--- src/rtl/cwsu_cell.sv ---
// One bisection step cell of the search chain.
module cwsu_cell #(
    parameter int CW = 11,
    parameter int AW = 10,
    parameter int SB = 48,
    parameter int KW = 50
) (
    input  logic                 aclk,
    input  logic                 aresetn,
    input  logic                 in_valid,
    input  logic [CW-1:0]        in_first,
    input  logic [CW-1:0]        in_len,
    input  logic [CW-1:0]        in_mid,
    input  logic [SB-1:0]        rd_data,
    input  logic signed [KW-1:0] start_key,
    output logic                 out_valid,
    output logic [CW-1:0]        out_first,
    output logic [CW-1:0]        out_len,
    output logic [CW-1:0]        out_mid,
    output logic [AW-1:0]        rd_addr
);

    logic          valid_reg;
    logic [CW-1:0] first_reg, first_next;
    logic [CW-1:0] len_reg, len_next;
    logic [CW-1:0] mid_reg, mid_next;
    logic [CW-1:0] half;
    logic          below;

    // One step of the lower-bound bisection; the read data belongs to in_mid.
    always_comb begin
        half  = in_len >> 1;
        below = $signed({{(KW-SB){1'b0}}, rd_data}) < start_key;
        if (in_len == '0) begin
            first_next = in_first;
            len_next   = in_len;
        end else if (below) begin
            first_next = CW'(in_mid + CW'(1));
            len_next   = CW'(in_len - half - CW'(1));
        end else begin
            first_next = in_first;
            len_next   = half;
        end
        mid_next = CW'(first_next + (len_next >> 1));
        rd_addr  = in_valid ? mid_next[AW-1:0] : '0;
    end

    // The token moves on to the next cell every cycle.
    always_ff @(posedge aclk) begin
        if (!aresetn) begin
            valid_reg <= 1'b0;
        end else begin
            valid_reg <= in_valid;
        end
    end

    // Step state is loaded only while the token is here, so the last cell holds it.
    always_ff @(posedge aclk) begin
        if (in_valid) begin
            first_reg <= first_next;
            len_reg   <= len_next;
            mid_reg   <= mid_next;
        end
    end

    assign out_valid = valid_reg;
    assign out_first = first_reg;
    assign out_len   = len_reg;
    assign out_mid   = mid_reg;

endmodule

--- config.mk ---
export PLATFORM = sky130hd
export DESIGN_NAME = cwsu_cell
export DESIGN_NICKNAME = d
export VERILOG_FILES = /design/src/rtl/cwsu_cell.sv
export SDC_FILE = /design/constraint.sdc
export NUM_CORES = 1
export LEC_CHECK = 0
export ABC_AREA = 0
export BUFFER_PORTS_ARGS = -buffer_cell sky130_fd_sc_hd__buf_2
export CAP_MARGIN = 20
export CORE_MARGIN = 5
export CORE_UTILIZATION = 43
export DETAILED_ROUTE_END_ITERATION = 7
export GPL_TIMING_DRIVEN = 0
export PLACE_DENSITY = 0.78
export REMOVE_ABC_BUFFERS = 1
export SYNTH_ARGS = -nofsm -noshare
export SYNTH_HDL_FRONTEND = slang
export SYNTH_SLANG_ARGS = --single-unit
--- constraint.sdc ---
create_clock -name aclk -period 5.6 [get_ports aclk]
set_input_delay 1.12 -clock aclk [delete_from_list [all_inputs] [get_ports aclk]]
set_output_delay 1.12 -clock aclk [all_outputs]
set_load 0.01 [all_outputs]
# [After elaboration in Yosys (flattened, before gate mapping)]
# Cells that the tools add are included.
# Widths: inputs -> output; s select.
[classes] n_addsub=4 magnitude_cmp=1 reduce_logical=1 muxes=5
[ops] operator="$lt 49x50->1" count=1
[ops] operator="$mux 11" count=4
[ops] operator="$add 11x1->11 const B" count=1
[ops] operator="$add 11x10->11" count=1
[ops] operator="$logic_not 11->1" count=1
[ops] operator="$sub 11x1->11 const B" count=1
[ops] operator="$sub 11x10->11" count=1
[ops] operator="$mux 10" count=1
[word_totals] input_bits=134 reg_bits=34 output_inout_bits=44 word_cells=15

# [Logic depth before layout (Yosys ltp)]
# Gate-level depths: netlist of run 1.
[depth] depth_word=6 depth_mapped=21 mapped_depth_nobuf=20

# [Worst setup path after synthesis of run 1]
# OpenSTA, ideal clock, no wires.
[synth_path] kind="input -> output" startpoint="input port start_key[46]" endpoint="output port rd_addr[9]" arrival_time_ns=4.549 required_time_ns=4.480 path_slack_ns=-0.069 cell_stages=18 path_buffers=1 cell_sequence="inv_1 -> ha_1 -> and4_1 -> nand4_1 -> or4_4 -> o21ai_2 -> buf_6 -> mux2i_1 -> mux2_4 -> ha_1 -> a21o_1 -> a21oi_1 -> nor2b_1 -> o21a_1 -> o41ai_2 -> o21ai_0 -> xor2_1 -> and2_1"
[synth_between] elab_chain_len=5 elab_cells_between_ends=7 cone_classes="1 x add/sub; 1 x order compare; 5 x mux"
[synth_lines] item="start, declared" line_no="15" source="input logic signed [KW-1:0] start_key,"
[synth_lines] item="$lt 49x50->1" line_no="33" source="below = $signed({{(KW-SB){1'b0}}, rd_data}) < start_key;"
[synth_lines] item="$mux 11" line_no="37" source="end else if (below) begin"
[synth_lines] item="$mux 11" line_no="34" source="if (in_len == '0) begin"
[synth_lines] item="named net len_next[2]" line_no="25" source="logic [CW-1:0] len_reg, len_next;"
[synth_lines] item="$add 11x10->11" line_no="44" source="mid_next = CW'(first_next + (len_next >> 1));"
[synth_lines] item="named net mid_next[9]" line_no="26" source="logic [CW-1:0] mid_reg, mid_next;"
[synth_lines] item="$mux 10" line_no="45" source="rd_addr = in_valid ? mid_next[AW-1:0] : '0;"
[synth_lines] item="end, declared" line_no="20" source="output logic [AW-1:0] rd_addr"
# The timed path passes the listed nets, and every way through them passes these cells.

# [Final worst setup path of run 1]
[layout_path] startpoint="input port rd_data[27]" endpoint="output port rd_addr[9]"
[layout_between] elab_chain_len=5 elab_cells_between_ends=7 cone_classes="1 x add/sub; 1 x order compare; 5 x mux"
[layout_lines] item="start, declared" line_no="14" source="input logic [SB-1:0] rd_data,"
[layout_lines] item="$lt 49x50->1" line_no="33"
[layout_lines] item="$mux 11" line_no="37"
[layout_lines] item="$mux 11" line_no="34"
[layout_lines] item="named net len_next[2]" line_no="25"
[layout_lines] item="$add 11x10->11" line_no="44"
[layout_lines] item="named net mid_next[9]" line_no="26"
[layout_lines] item="$mux 10" line_no="45"
# The timed path passes the listed nets, and every way through them passes these cells.

==> results of run 1 <==
worst max-delay path, stage by stage:
cell and delay (ns):
buf_2 0.12, ha_4 0.24, a211oi_2 0.21, nor2_1 0.10
nor3_2 0.22, o21ai_1 0.12, a211oi_2 0.21, buf_4 0.18
o21ai_4 0.09, mux2i_2 0.18, mux2_4 0.30, ha_4 0.21
a21o_1 0.16, a21oi_2 0.15, nor2b_1 0.07, o21a_1 0.21
o41ai_2 0.25, o21ai_1 0.14, xor2_1 0.19, and2_1 0.16
buf_2 0.14
routing by layer:
| layer | routed length, um | vias to the layer above |
|---|---|---|
| met5 | 0 | - |
| met4 | 335 | 0 |
| met3 | 578 | 29 |
| met2 | 5870 | 109 |
| met1 | 4270 | 1694 |
| li1 | - | 1834 |
cells in the mapped netlist (all sizes together) (3+ instances only):
library cell / instances / area share
clkbuf: 3 / 0.0031
a21oi: 23 / 0.031
o21bai: 3 / 0.0061
nand3: 11 / 0.015
edfxtp: 33 / 0.27
xor2: 10 / 0.024
o41ai: 3 / 0.0092
ha: 73 / 0.25
nand2: 38 / 0.039
o21ai: 35 / 0.049
a211oi: 5 / 0.012
nand2b: 3 / 0.0051
nand4: 5 / 0.0085
a21o: 4 / 0.0082
xnor2: 16 / 0.038
nor3: 6 / 0.0082
mux2i: 9 / 0.025
and2: 11 / 0.019
nor2b: 4 / 0.0068
buf: 3 / 0.0058
mux2: 5 / 0.017
inv: 66 / 0.068
nor2: 20 / 0.020
final timing paths:
kind,startpoint,endpoint,slack (ns)
worst max-delay path,rd_data[27],rd_addr[9],-0.28
worst min-delay path,aresetn,out_valid$_SDFF_PN0_,1.04
logic make-up after synthesis:
group / after synthesis
fa+ha+maj: 75
mux: 14
compound gates: 86
simple gates: 105
buf+inv: 72
xor+xnor: 26
flops: 34
state kept, by name (all words and copies together), names as in the netlist:
signal and flops:
out_valid 1, out_first 11, out_mid 11, out_len 11
per-stage QoR:
stage          hold slack, ns  worst slack (ns)  utilization  power [W]
2_1_floorplan            1.23            -0.716            -   0.000632
3_3_place_gp             1.33             -1.53        0.563   0.000792
3_5_place_dp             1.33             -1.11        0.564   0.000809
4_1_cts                  1.03            -0.274        0.630    0.00104
5_1_grt                  1.03            -0.455        0.652    0.00116
6_report                 1.04            -0.278        0.652    0.00108
report_power, final:
group	switching (W)	total (W)	internal, W	leakage, nW
sequential	0.00000960	0.000349	0.000339	0.331
clock	0.0000858	0.000171	0.0000854	0.0426
combinational	0.000289	0.000563	0.000274	2.29
final cells by class:
type                            count  area [um^2]  share of cell area
Clock inverter                      2         8.76             0.00163
Tap cell                          105          131              0.0244
Inverter                           66          250              0.0465
Timing Repair Buffer              194         1050               0.196
Clock buffer                        6         72.6              0.0135
Multi-Input combinational cell    308         2860               0.530
Sequential cell                    34         1010               0.188
repair_timing:
action / 4_1_cts / 5_1_grt
gates cloned: 2 / 0
endpoints found under the setup margin: 9 / 6
setup buffers: 11 / 6
gates resized for setup: 62 / 28
pin swaps: 35 / 17
==> run_summary.xml, run 1 <==
<?xml version="1.0" encoding="UTF-8"?>
<metrics>
  <group name="global_route">
    <metric name="grt_max_degree" unit="">45</metric>
    <metric name="grt.met3_usage" unit="">0.0273</metric>
    <metric name="grt_overflow" unit="">0</metric>
    <metric name="vias_in_the_first_global_route" unit="">3696</metric>
    <metric name="gr-usage-met1" unit="">0.227</metric>
    <metric name="groute.layer.met2.usage" unit="">0.380</metric>
    <metric name="antenna_found_initial" unit="">0</metric>
    <metric name="grt_most_used_layer" unit="">met2</metric>
    <metric name="grt.total_usage" unit="">0.199</metric>
    <metric name="grt_first_pass_wirelength" unit="mm">16.6</metric>
  </group>
  <group name="sta">
    <metric name="hold_violations" unit="">0</metric>
    <metric name="maxSlewViolCount" unit="">0</metric>
    <metric name="worstMarginPinSlew" unit="ns">0.848</metric>
    <metric name="final.setup.worst_slack" unit="ns">-0.278</metric>
    <metric name="timing.final.setup_violations" unit="">4</metric>
    <metric name="final_period_minus_worst_setup_slack" unit="ns">5.88</metric>
    <metric name="totalNegativeSetupSlack" unit="ns">-0.853</metric>
    <metric name="timing.max_slew.rel_slack" unit="">0.435</metric>
    <metric name="min_period_over_period" unit="">1.05</metric>
    <metric name="fmaxAchievable" unit="GHz">0.170</metric>
    <metric name="unrepaired_setup_endpoints_after_global_routing" unit="">true</metric>
  </group>
  <group name="setup_path">
    <metric name="data_arrival_critical_path" unit="ns">4.76</metric>
    <metric name="worst-endpoint-required" unit="ns">4.48</metric>
    <metric name="timing_worst_setup_path_type" unit="">input port to output port</metric>
    <metric name="timing.critical_path.from_type" unit="">input port</metric>
    <metric name="crit_path_max_fanout" unit="">4</metric>
    <metric name="end_kind" unit="">output port</metric>
  </group>
  <group name="die">
    <metric name="number_of_top_level_pins" unit="">178</metric>
    <metric name="initial_utilization" unit="">0.444</metric>
    <metric name="dieWidth" unit="um">102</metric>
    <metric name="die_h" unit="um">102</metric>
    <metric name="fp-row-count" unit="">33</metric>
    <metric name="dieArea" unit="um^2">10500</metric>
    <metric name="core-area" unit="um^2">8260</metric>
  </group>
  <group name="placed_design">
    <metric name="post-dp-hpwl" unit="mm">8.64</metric>
    <metric name="place_area" unit="um^2">4660</metric>
    <metric name="placedCellCount" unit="">688</metric>
    <metric name="gp_routability_congestion" unit="">0.914</metric>
    <metric name="io_buffers" unit="">177</metric>
  </group>
  <group name="power_and_ir_drop">
    <metric name="power.static_leakage" unit="nW">2.67</metric>
    <metric name="powerDensity" unit="nW/um^2">201</metric>
    <metric name="worst_ir_drop_vdd" unit="uV">108</metric>
  </group>
  <group name="status">
    <metric name="failed_checks" unit="">negative setup slack</metric>
    <metric name="run_status" unit="">finished, violations left</metric>
  </group>
  <group name="yosys">
    <metric name="synth_cell_type_count" unit="">50</metric>
    <metric name="synth_mux_area_frac" unit="">0.0420</metric>
    <metric name="simple_gate_fraction_of_synth_area" unit="">0.136</metric>
    <metric name="adder_cell_share_of_the_synthesized_area" unit="">0.260</metric>
    <metric name="count_of_flip_flops_with_a_built_in_enable_after_synthesis" unit="">33</metric>
    <metric name="synth_compound_gate_area_share" unit="">0.148</metric>
    <metric name="combinational_family_with_the_most_area_after_synthesis" unit="">adder cells</metric>
    <metric name="mapped_cells" unit="">412</metric>
    <metric name="post_synth_top_flop" unit="">edfxtp_1</metric>
    <metric name="asyncSetResetFlopFracSynth" unit="">0</metric>
    <metric name="syn_avg_cell_area" unit="um^2">8.90</metric>
    <metric name="yosysWarningCount" unit="">0</metric>
    <metric name="mappedNetlistArea" unit="um^2">3670</metric>
    <metric name="ys_ff_latch" unit="">34</metric>
    <metric name="synthXorXnorAreaFrac" unit="">0.0621</metric>
    <metric name="synth_sequential_area_ratio" unit="">0.276</metric>
  </group>
  <group name="clock_network">
    <metric name="cts_root_buf" unit="">clkbuf_8</metric>
    <metric name="number_of_buffers_inserted_during_clock_tree_synthesis" unit="">5</metric>
    <metric name="tritoncts" unit="">done</metric>
    <metric name="cts_hold_buffers" unit="">0</metric>
    <metric name="cts_max_level" unit="">2</metric>
    <metric name="clock_sink_count" unit="">34</metric>
    <metric name="cts.reportedPaths.clkPinSlew" unit="ns">0.07</metric>
    <metric name="clockBufferDepth" unit="">2</metric>
  </group>
  <group name="drt">
    <metric name="route.detailed.drc" unit="">0</metric>
    <metric name="final_antenna_net_count" unit="">0</metric>
    <metric name="detailedRoute.firstIterationViolations" unit="">105</metric>
    <metric name="avgRoutedWirePerCell" unit="um">15.5</metric>
    <metric name="detail_route.vias_per_cell" unit="">5.13</metric>
    <metric name="totalWireLength" unit="mm">11.1</metric>
    <metric name="drt-pass1-iter-count" unit="">4</metric>
    <metric name="vias" unit="">3666</metric>
  </group>
  <group name="final_layout">
    <metric name="area_delta_synth_final" unit="%">46.8</metric>
    <metric name="final_area" unit="um^2">5390</metric>
    <metric name="final_common_cell" unit="">buf_2</metric>
    <metric name="finish.net_count" unit="">818</metric>
    <metric name="filler_cell_count" unit="">697</metric>
    <metric name="final_layout_size_suffix_gt1_frac" unit="">0.454</metric>
    <metric name="layout_common_cells" unit="">buf_2 (171), inv_1 (58), ha_1 (54)</metric>
    <metric name="final-instance-count-excl-fill" unit="">715</metric>
    <metric name="antenna_cells" unit="">0</metric>
  </group>
  <group name="hold_path">
    <metric name="hold_class" unit="">input port to register</metric>
    <metric name="worstHoldPathCells" unit="">2</metric>
  </group>
  <group name="run">
    <metric name="cap_viol_max_count" unit="">0</metric>
  </group>
</metrics>
No activity file was read; power rests on OpenSTA's default activity.
==> run 2: changes to the inputs <==
CORE_UTILIZATION = 44   (was 43)
CTS_BUF_LIST = sky130_fd_sc_hd__clkbuf_4   (was not set)
PLACE_DENSITY = 0.8   (was 0.78)
==> run 2 against run 1 <==
  * The flow still finishes with violations (negative setup slack)
  * Non-clock buffer count rose by 11
  * Hold slack got worse by 0.046 ns
  * Die area decreased by 2.1%
  * Wire length increased by 4.2%
  * Sequential power hardly changed
  * Total power up 5.0%
  * Critical path depth up 1
==> run_summary.xml, run 2 (synthesized netlist as in run 1, its figures left out) <==
<?xml version="1.0" encoding="UTF-8"?>
<metrics>
  <group name="power_and_ir_drop">
    <metric name="power.static_leakage" unit="nW">2.72</metric>
    <metric name="gate_power_share" unit="">0.578</metric>
    <metric name="share_clk_of_total_power" unit="">0.117</metric>
    <metric name="seqPwrFrac" unit="">0.305</metric>
    <metric name="worst_ir_drop_vdd" unit="uV">108</metric>
    <metric name="total_power" unit="W">0.00114</metric>
    <metric name="p_int" unit="W">0.000727</metric>
    <metric name="power.share.switching" unit="">0.361</metric>
    <metric name="sw_power" unit="W">0.000411</metric>
    <metric name="powerDensity" unit="nW/um^2">208</metric>
  </group>
  <group name="setup_path">
    <metric name="timing.critical_path.from_type" unit="">input port</metric>
    <metric name="end_kind" unit="">output port</metric>
    <metric name="critical-path-top-delay-family" unit="">compound AO/OA/AOI/OAI gates</metric>
    <metric name="critPathSlowestCell" unit="">o41ai_2</metric>
    <metric name="path_cells" unit="">buf_2 &gt; inv_2 &gt; ha_4 &gt; nand4_1 &gt; a21oi_1 &gt; nor3_2 &gt; o21ai_2 &gt; a211oi_4 &gt; buf_6 &gt; o21ai_4 &gt; mux2i_1 &gt; mux2_4 &gt; ha_4 &gt; a21o_1 &gt; a21oi_2 &gt; nor2b_1 &gt; o21a_1 &gt; o41ai_2 &gt; o21ai_1 &gt; xor2_1 &gt; and2_1 &gt; buf_2</metric>
    <metric name="worst-endpoint-required" unit="ns">4.48</metric>
    <metric name="data_arrival_critical_path" unit="ns">4.82</metric>
    <metric name="cp.buffers_inverters" unit="">4</metric>
    <metric name="crit_path_max_fanout" unit="">4</metric>
    <metric name="timing_worst_setup_path_type" unit="">input port to output port</metric>
    <metric name="critical_path.max_stage_delay" unit="ns">0.32</metric>
  </group>
  <group name="hold_path">
    <metric name="worstHoldPathCells" unit="">2</metric>
    <metric name="min_delay_worst_endpoint" unit="">out_valid$_SDFF_PN0_</metric>
    <metric name="hold_class" unit="">input port to register</metric>
    <metric name="worst_hold_startpoint" unit="">aresetn</metric>
  </group>
  <group name="clock_network">
    <metric name="clock_sink_count" unit="">34</metric>
    <metric name="clockBufferDepth" unit="">2</metric>
    <metric name="cts_root_buf" unit="">clkbuf_4</metric>
    <metric name="cts.reportedPaths.clkPinSlew" unit="ns">0.10</metric>
    <metric name="number_of_buffers_inserted_during_clock_tree_synthesis" unit="">5</metric>
    <metric name="cts_max_level" unit="">2</metric>
    <metric name="tritoncts" unit="">done</metric>
  </group>
  <group name="drt">
    <metric name="vias" unit="">3760</metric>
    <metric name="totalWireLength" unit="mm">11.5</metric>
    <metric name="avgRoutedWirePerCell" unit="um">15.9</metric>
    <metric name="final_antenna_net_count" unit="">0</metric>
    <metric name="detail_route.vias_per_cell" unit="">5.18</metric>
    <metric name="drt-pass1-iter-count" unit="">6</metric>
    <metric name="route.detailed.drc" unit="">0</metric>
    <metric name="detailedRoute.firstIterationViolations" unit="">110</metric>
  </group>
  <group name="sta">
    <metric name="hold_violations" unit="">0</metric>
    <metric name="final.setup.worst_slack" unit="ns">-0.338</metric>
    <metric name="timing.final.setup_violations" unit="">4</metric>
    <metric name="worstMarginPinSlew" unit="ns">0.857</metric>
    <metric name="unrepaired_setup_endpoints_after_global_routing" unit="">true</metric>
    <metric name="fmaxAchievable" unit="GHz">0.168</metric>
    <metric name="min_period_over_period" unit="">1.06</metric>
    <metric name="timing.max_slew.rel_slack" unit="">0.429</metric>
    <metric name="maxSlewViolCount" unit="">0</metric>
    <metric name="final_period_minus_worst_setup_slack" unit="ns">5.94</metric>
  </group>
  <group name="placed_design">
    <metric name="post-dp-hpwl" unit="mm">8.48</metric>
    <metric name="gp_routability_congestion" unit="">0.897</metric>
    <metric name="io_buffers" unit="">177</metric>
  </group>
  <group name="global_route">
    <metric name="vias_in_the_first_global_route" unit="">3815</metric>
    <metric name="grt_overflow" unit="">0</metric>
    <metric name="antenna_found_initial" unit="">0</metric>
    <metric name="grt_first_pass_wirelength" unit="mm">17.1</metric>
    <metric name="grt_max_degree" unit="">45</metric>
    <metric name="grt.total_usage" unit="">0.207</metric>
  </group>
  <group name="die">
    <metric name="die_h" unit="um">101</metric>
    <metric name="fp-row-count" unit="">33</metric>
    <metric name="number_of_top_level_pins" unit="">178</metric>
    <metric name="core-area" unit="um^2">8180</metric>
    <metric name="dieArea" unit="um^2">10300</metric>
    <metric name="initial_utilization" unit="">0.449</metric>
    <metric name="dieWidth" unit="um">101</metric>
  </group>
  <group name="final_layout">
    <metric name="final_layout_size_suffix_gt1_frac" unit="">0.470</metric>
    <metric name="final_common_cell" unit="">buf_2</metric>
    <metric name="register_area" unit="um^2">1010</metric>
    <metric name="antenna_cells" unit="">0</metric>
    <metric name="final_util" unit="">0.670</metric>
    <metric name="multi_input_area" unit="um^2">2890</metric>
    <metric name="finish.net_count" unit="">829</metric>
    <metric name="filler_cell_count" unit="">662</metric>
    <metric name="area_delta_synth_final" unit="%">49.4</metric>
    <metric name="layout_common_cells" unit="">buf_2 (170), inv_1 (55), ha_1 (51)</metric>
  </group>
  <group name="status">
    <metric name="run_status" unit="">finished, violations left</metric>
    <metric name="failed_checks" unit="">negative setup slack</metric>
  </group>
  <group name="run">
    <metric name="cap_viol_max_count" unit="">0</metric>
  </group>
</metrics>
-- run 2: changes by cell type in the layout (fill, tap and decap cells not counted), sizes merged --
cell  previous run  this run
buf            194       205
-- run 2: routing by layer --
layer / up-vias / global-route usage / part of all wire
met4: 0 / 0.0654 / 0.022
li1: 1854 / - / -
met1: 1743 / 0.237 / 0.39
met5: - / 0.0240 / 0
met3: 26 / 0.0303 / 0.059
met2: 137 / 0.388 / 0.53
-- run 2: final cells by class --
type / count / share of cell area
Clock buffer: 6 / 0.00822
Clock inverter: 2 / 0.00160
Inverter: 66 / 0.0457
Multi-Input combinational cell: 308 / 0.527
Sequential cell: 34 / 0.184
Tap cell: 105 / 0.0240
Timing Repair Buffer: 205 / 0.209
-- run 2: metrics by stage --
| step | cell area, um^2 | hold slack [ns] | std cells | setup TNS, ns | setup slack [ns] |
|---|---|---|---|---|---|
| floorplan | 3640 | 1.23 | 406 | -2.75 | -0.716 |
| global placement | 4650 | 1.33 | 688 | -11.12 | -1.52 |
| detailed placement | 4660 | 1.33 | 688 | -5.69 | -1.05 |
| CTS | 5320 | 0.989 | 725 | -0.568 | -0.245 |
| global route | 5480 | 0.985 | 726 | -1.72 | -0.503 |
| finish | 5480 | 0.994 | 726 | -0.962 | -0.338 |
-- run 2: worst max-delay path by stage --
stage                  start         end  slack (ns)  cells after the start
2_1_floorplan      in_len[2]  rd_addr[9]       -0.72                     16
3_3_place_gp       in_len[2]  rd_addr[9]       -1.52                     18
3_5_place_dp     rd_data[46]  rd_addr[9]       -1.05                     17
4_1_cts        start_key[43]  rd_addr[9]       -0.25                     19
5_1_grt        start_key[26]  rd_addr[9]       -0.50                     22
6_report       start_key[28]  rd_addr[9]       -0.34                     22
-- run 2: power by group through the flow --
stage	Sequential [W]	Combinational, W	Clock [W]
after floorplan	0.000381	0.000251	0
after global placement	0.000353	0.000439	0
after detailed placement	0.000354	0.000454	0
after CTS	0.000348	0.000603	0.000134
after global routing	0.000351	0.000717	0.000148
final	0.000348	0.000658	0.000133
-- run 2: repair_timing --
action / in CTS / in global routing
gates cloned: 2 / 0
hold buffers: 0 / 0
gates resized for setup: 72 / 27
pin swaps: 44 / 18
endpoints found under the setup margin: 9 / 7
setup buffers: 27 / 6
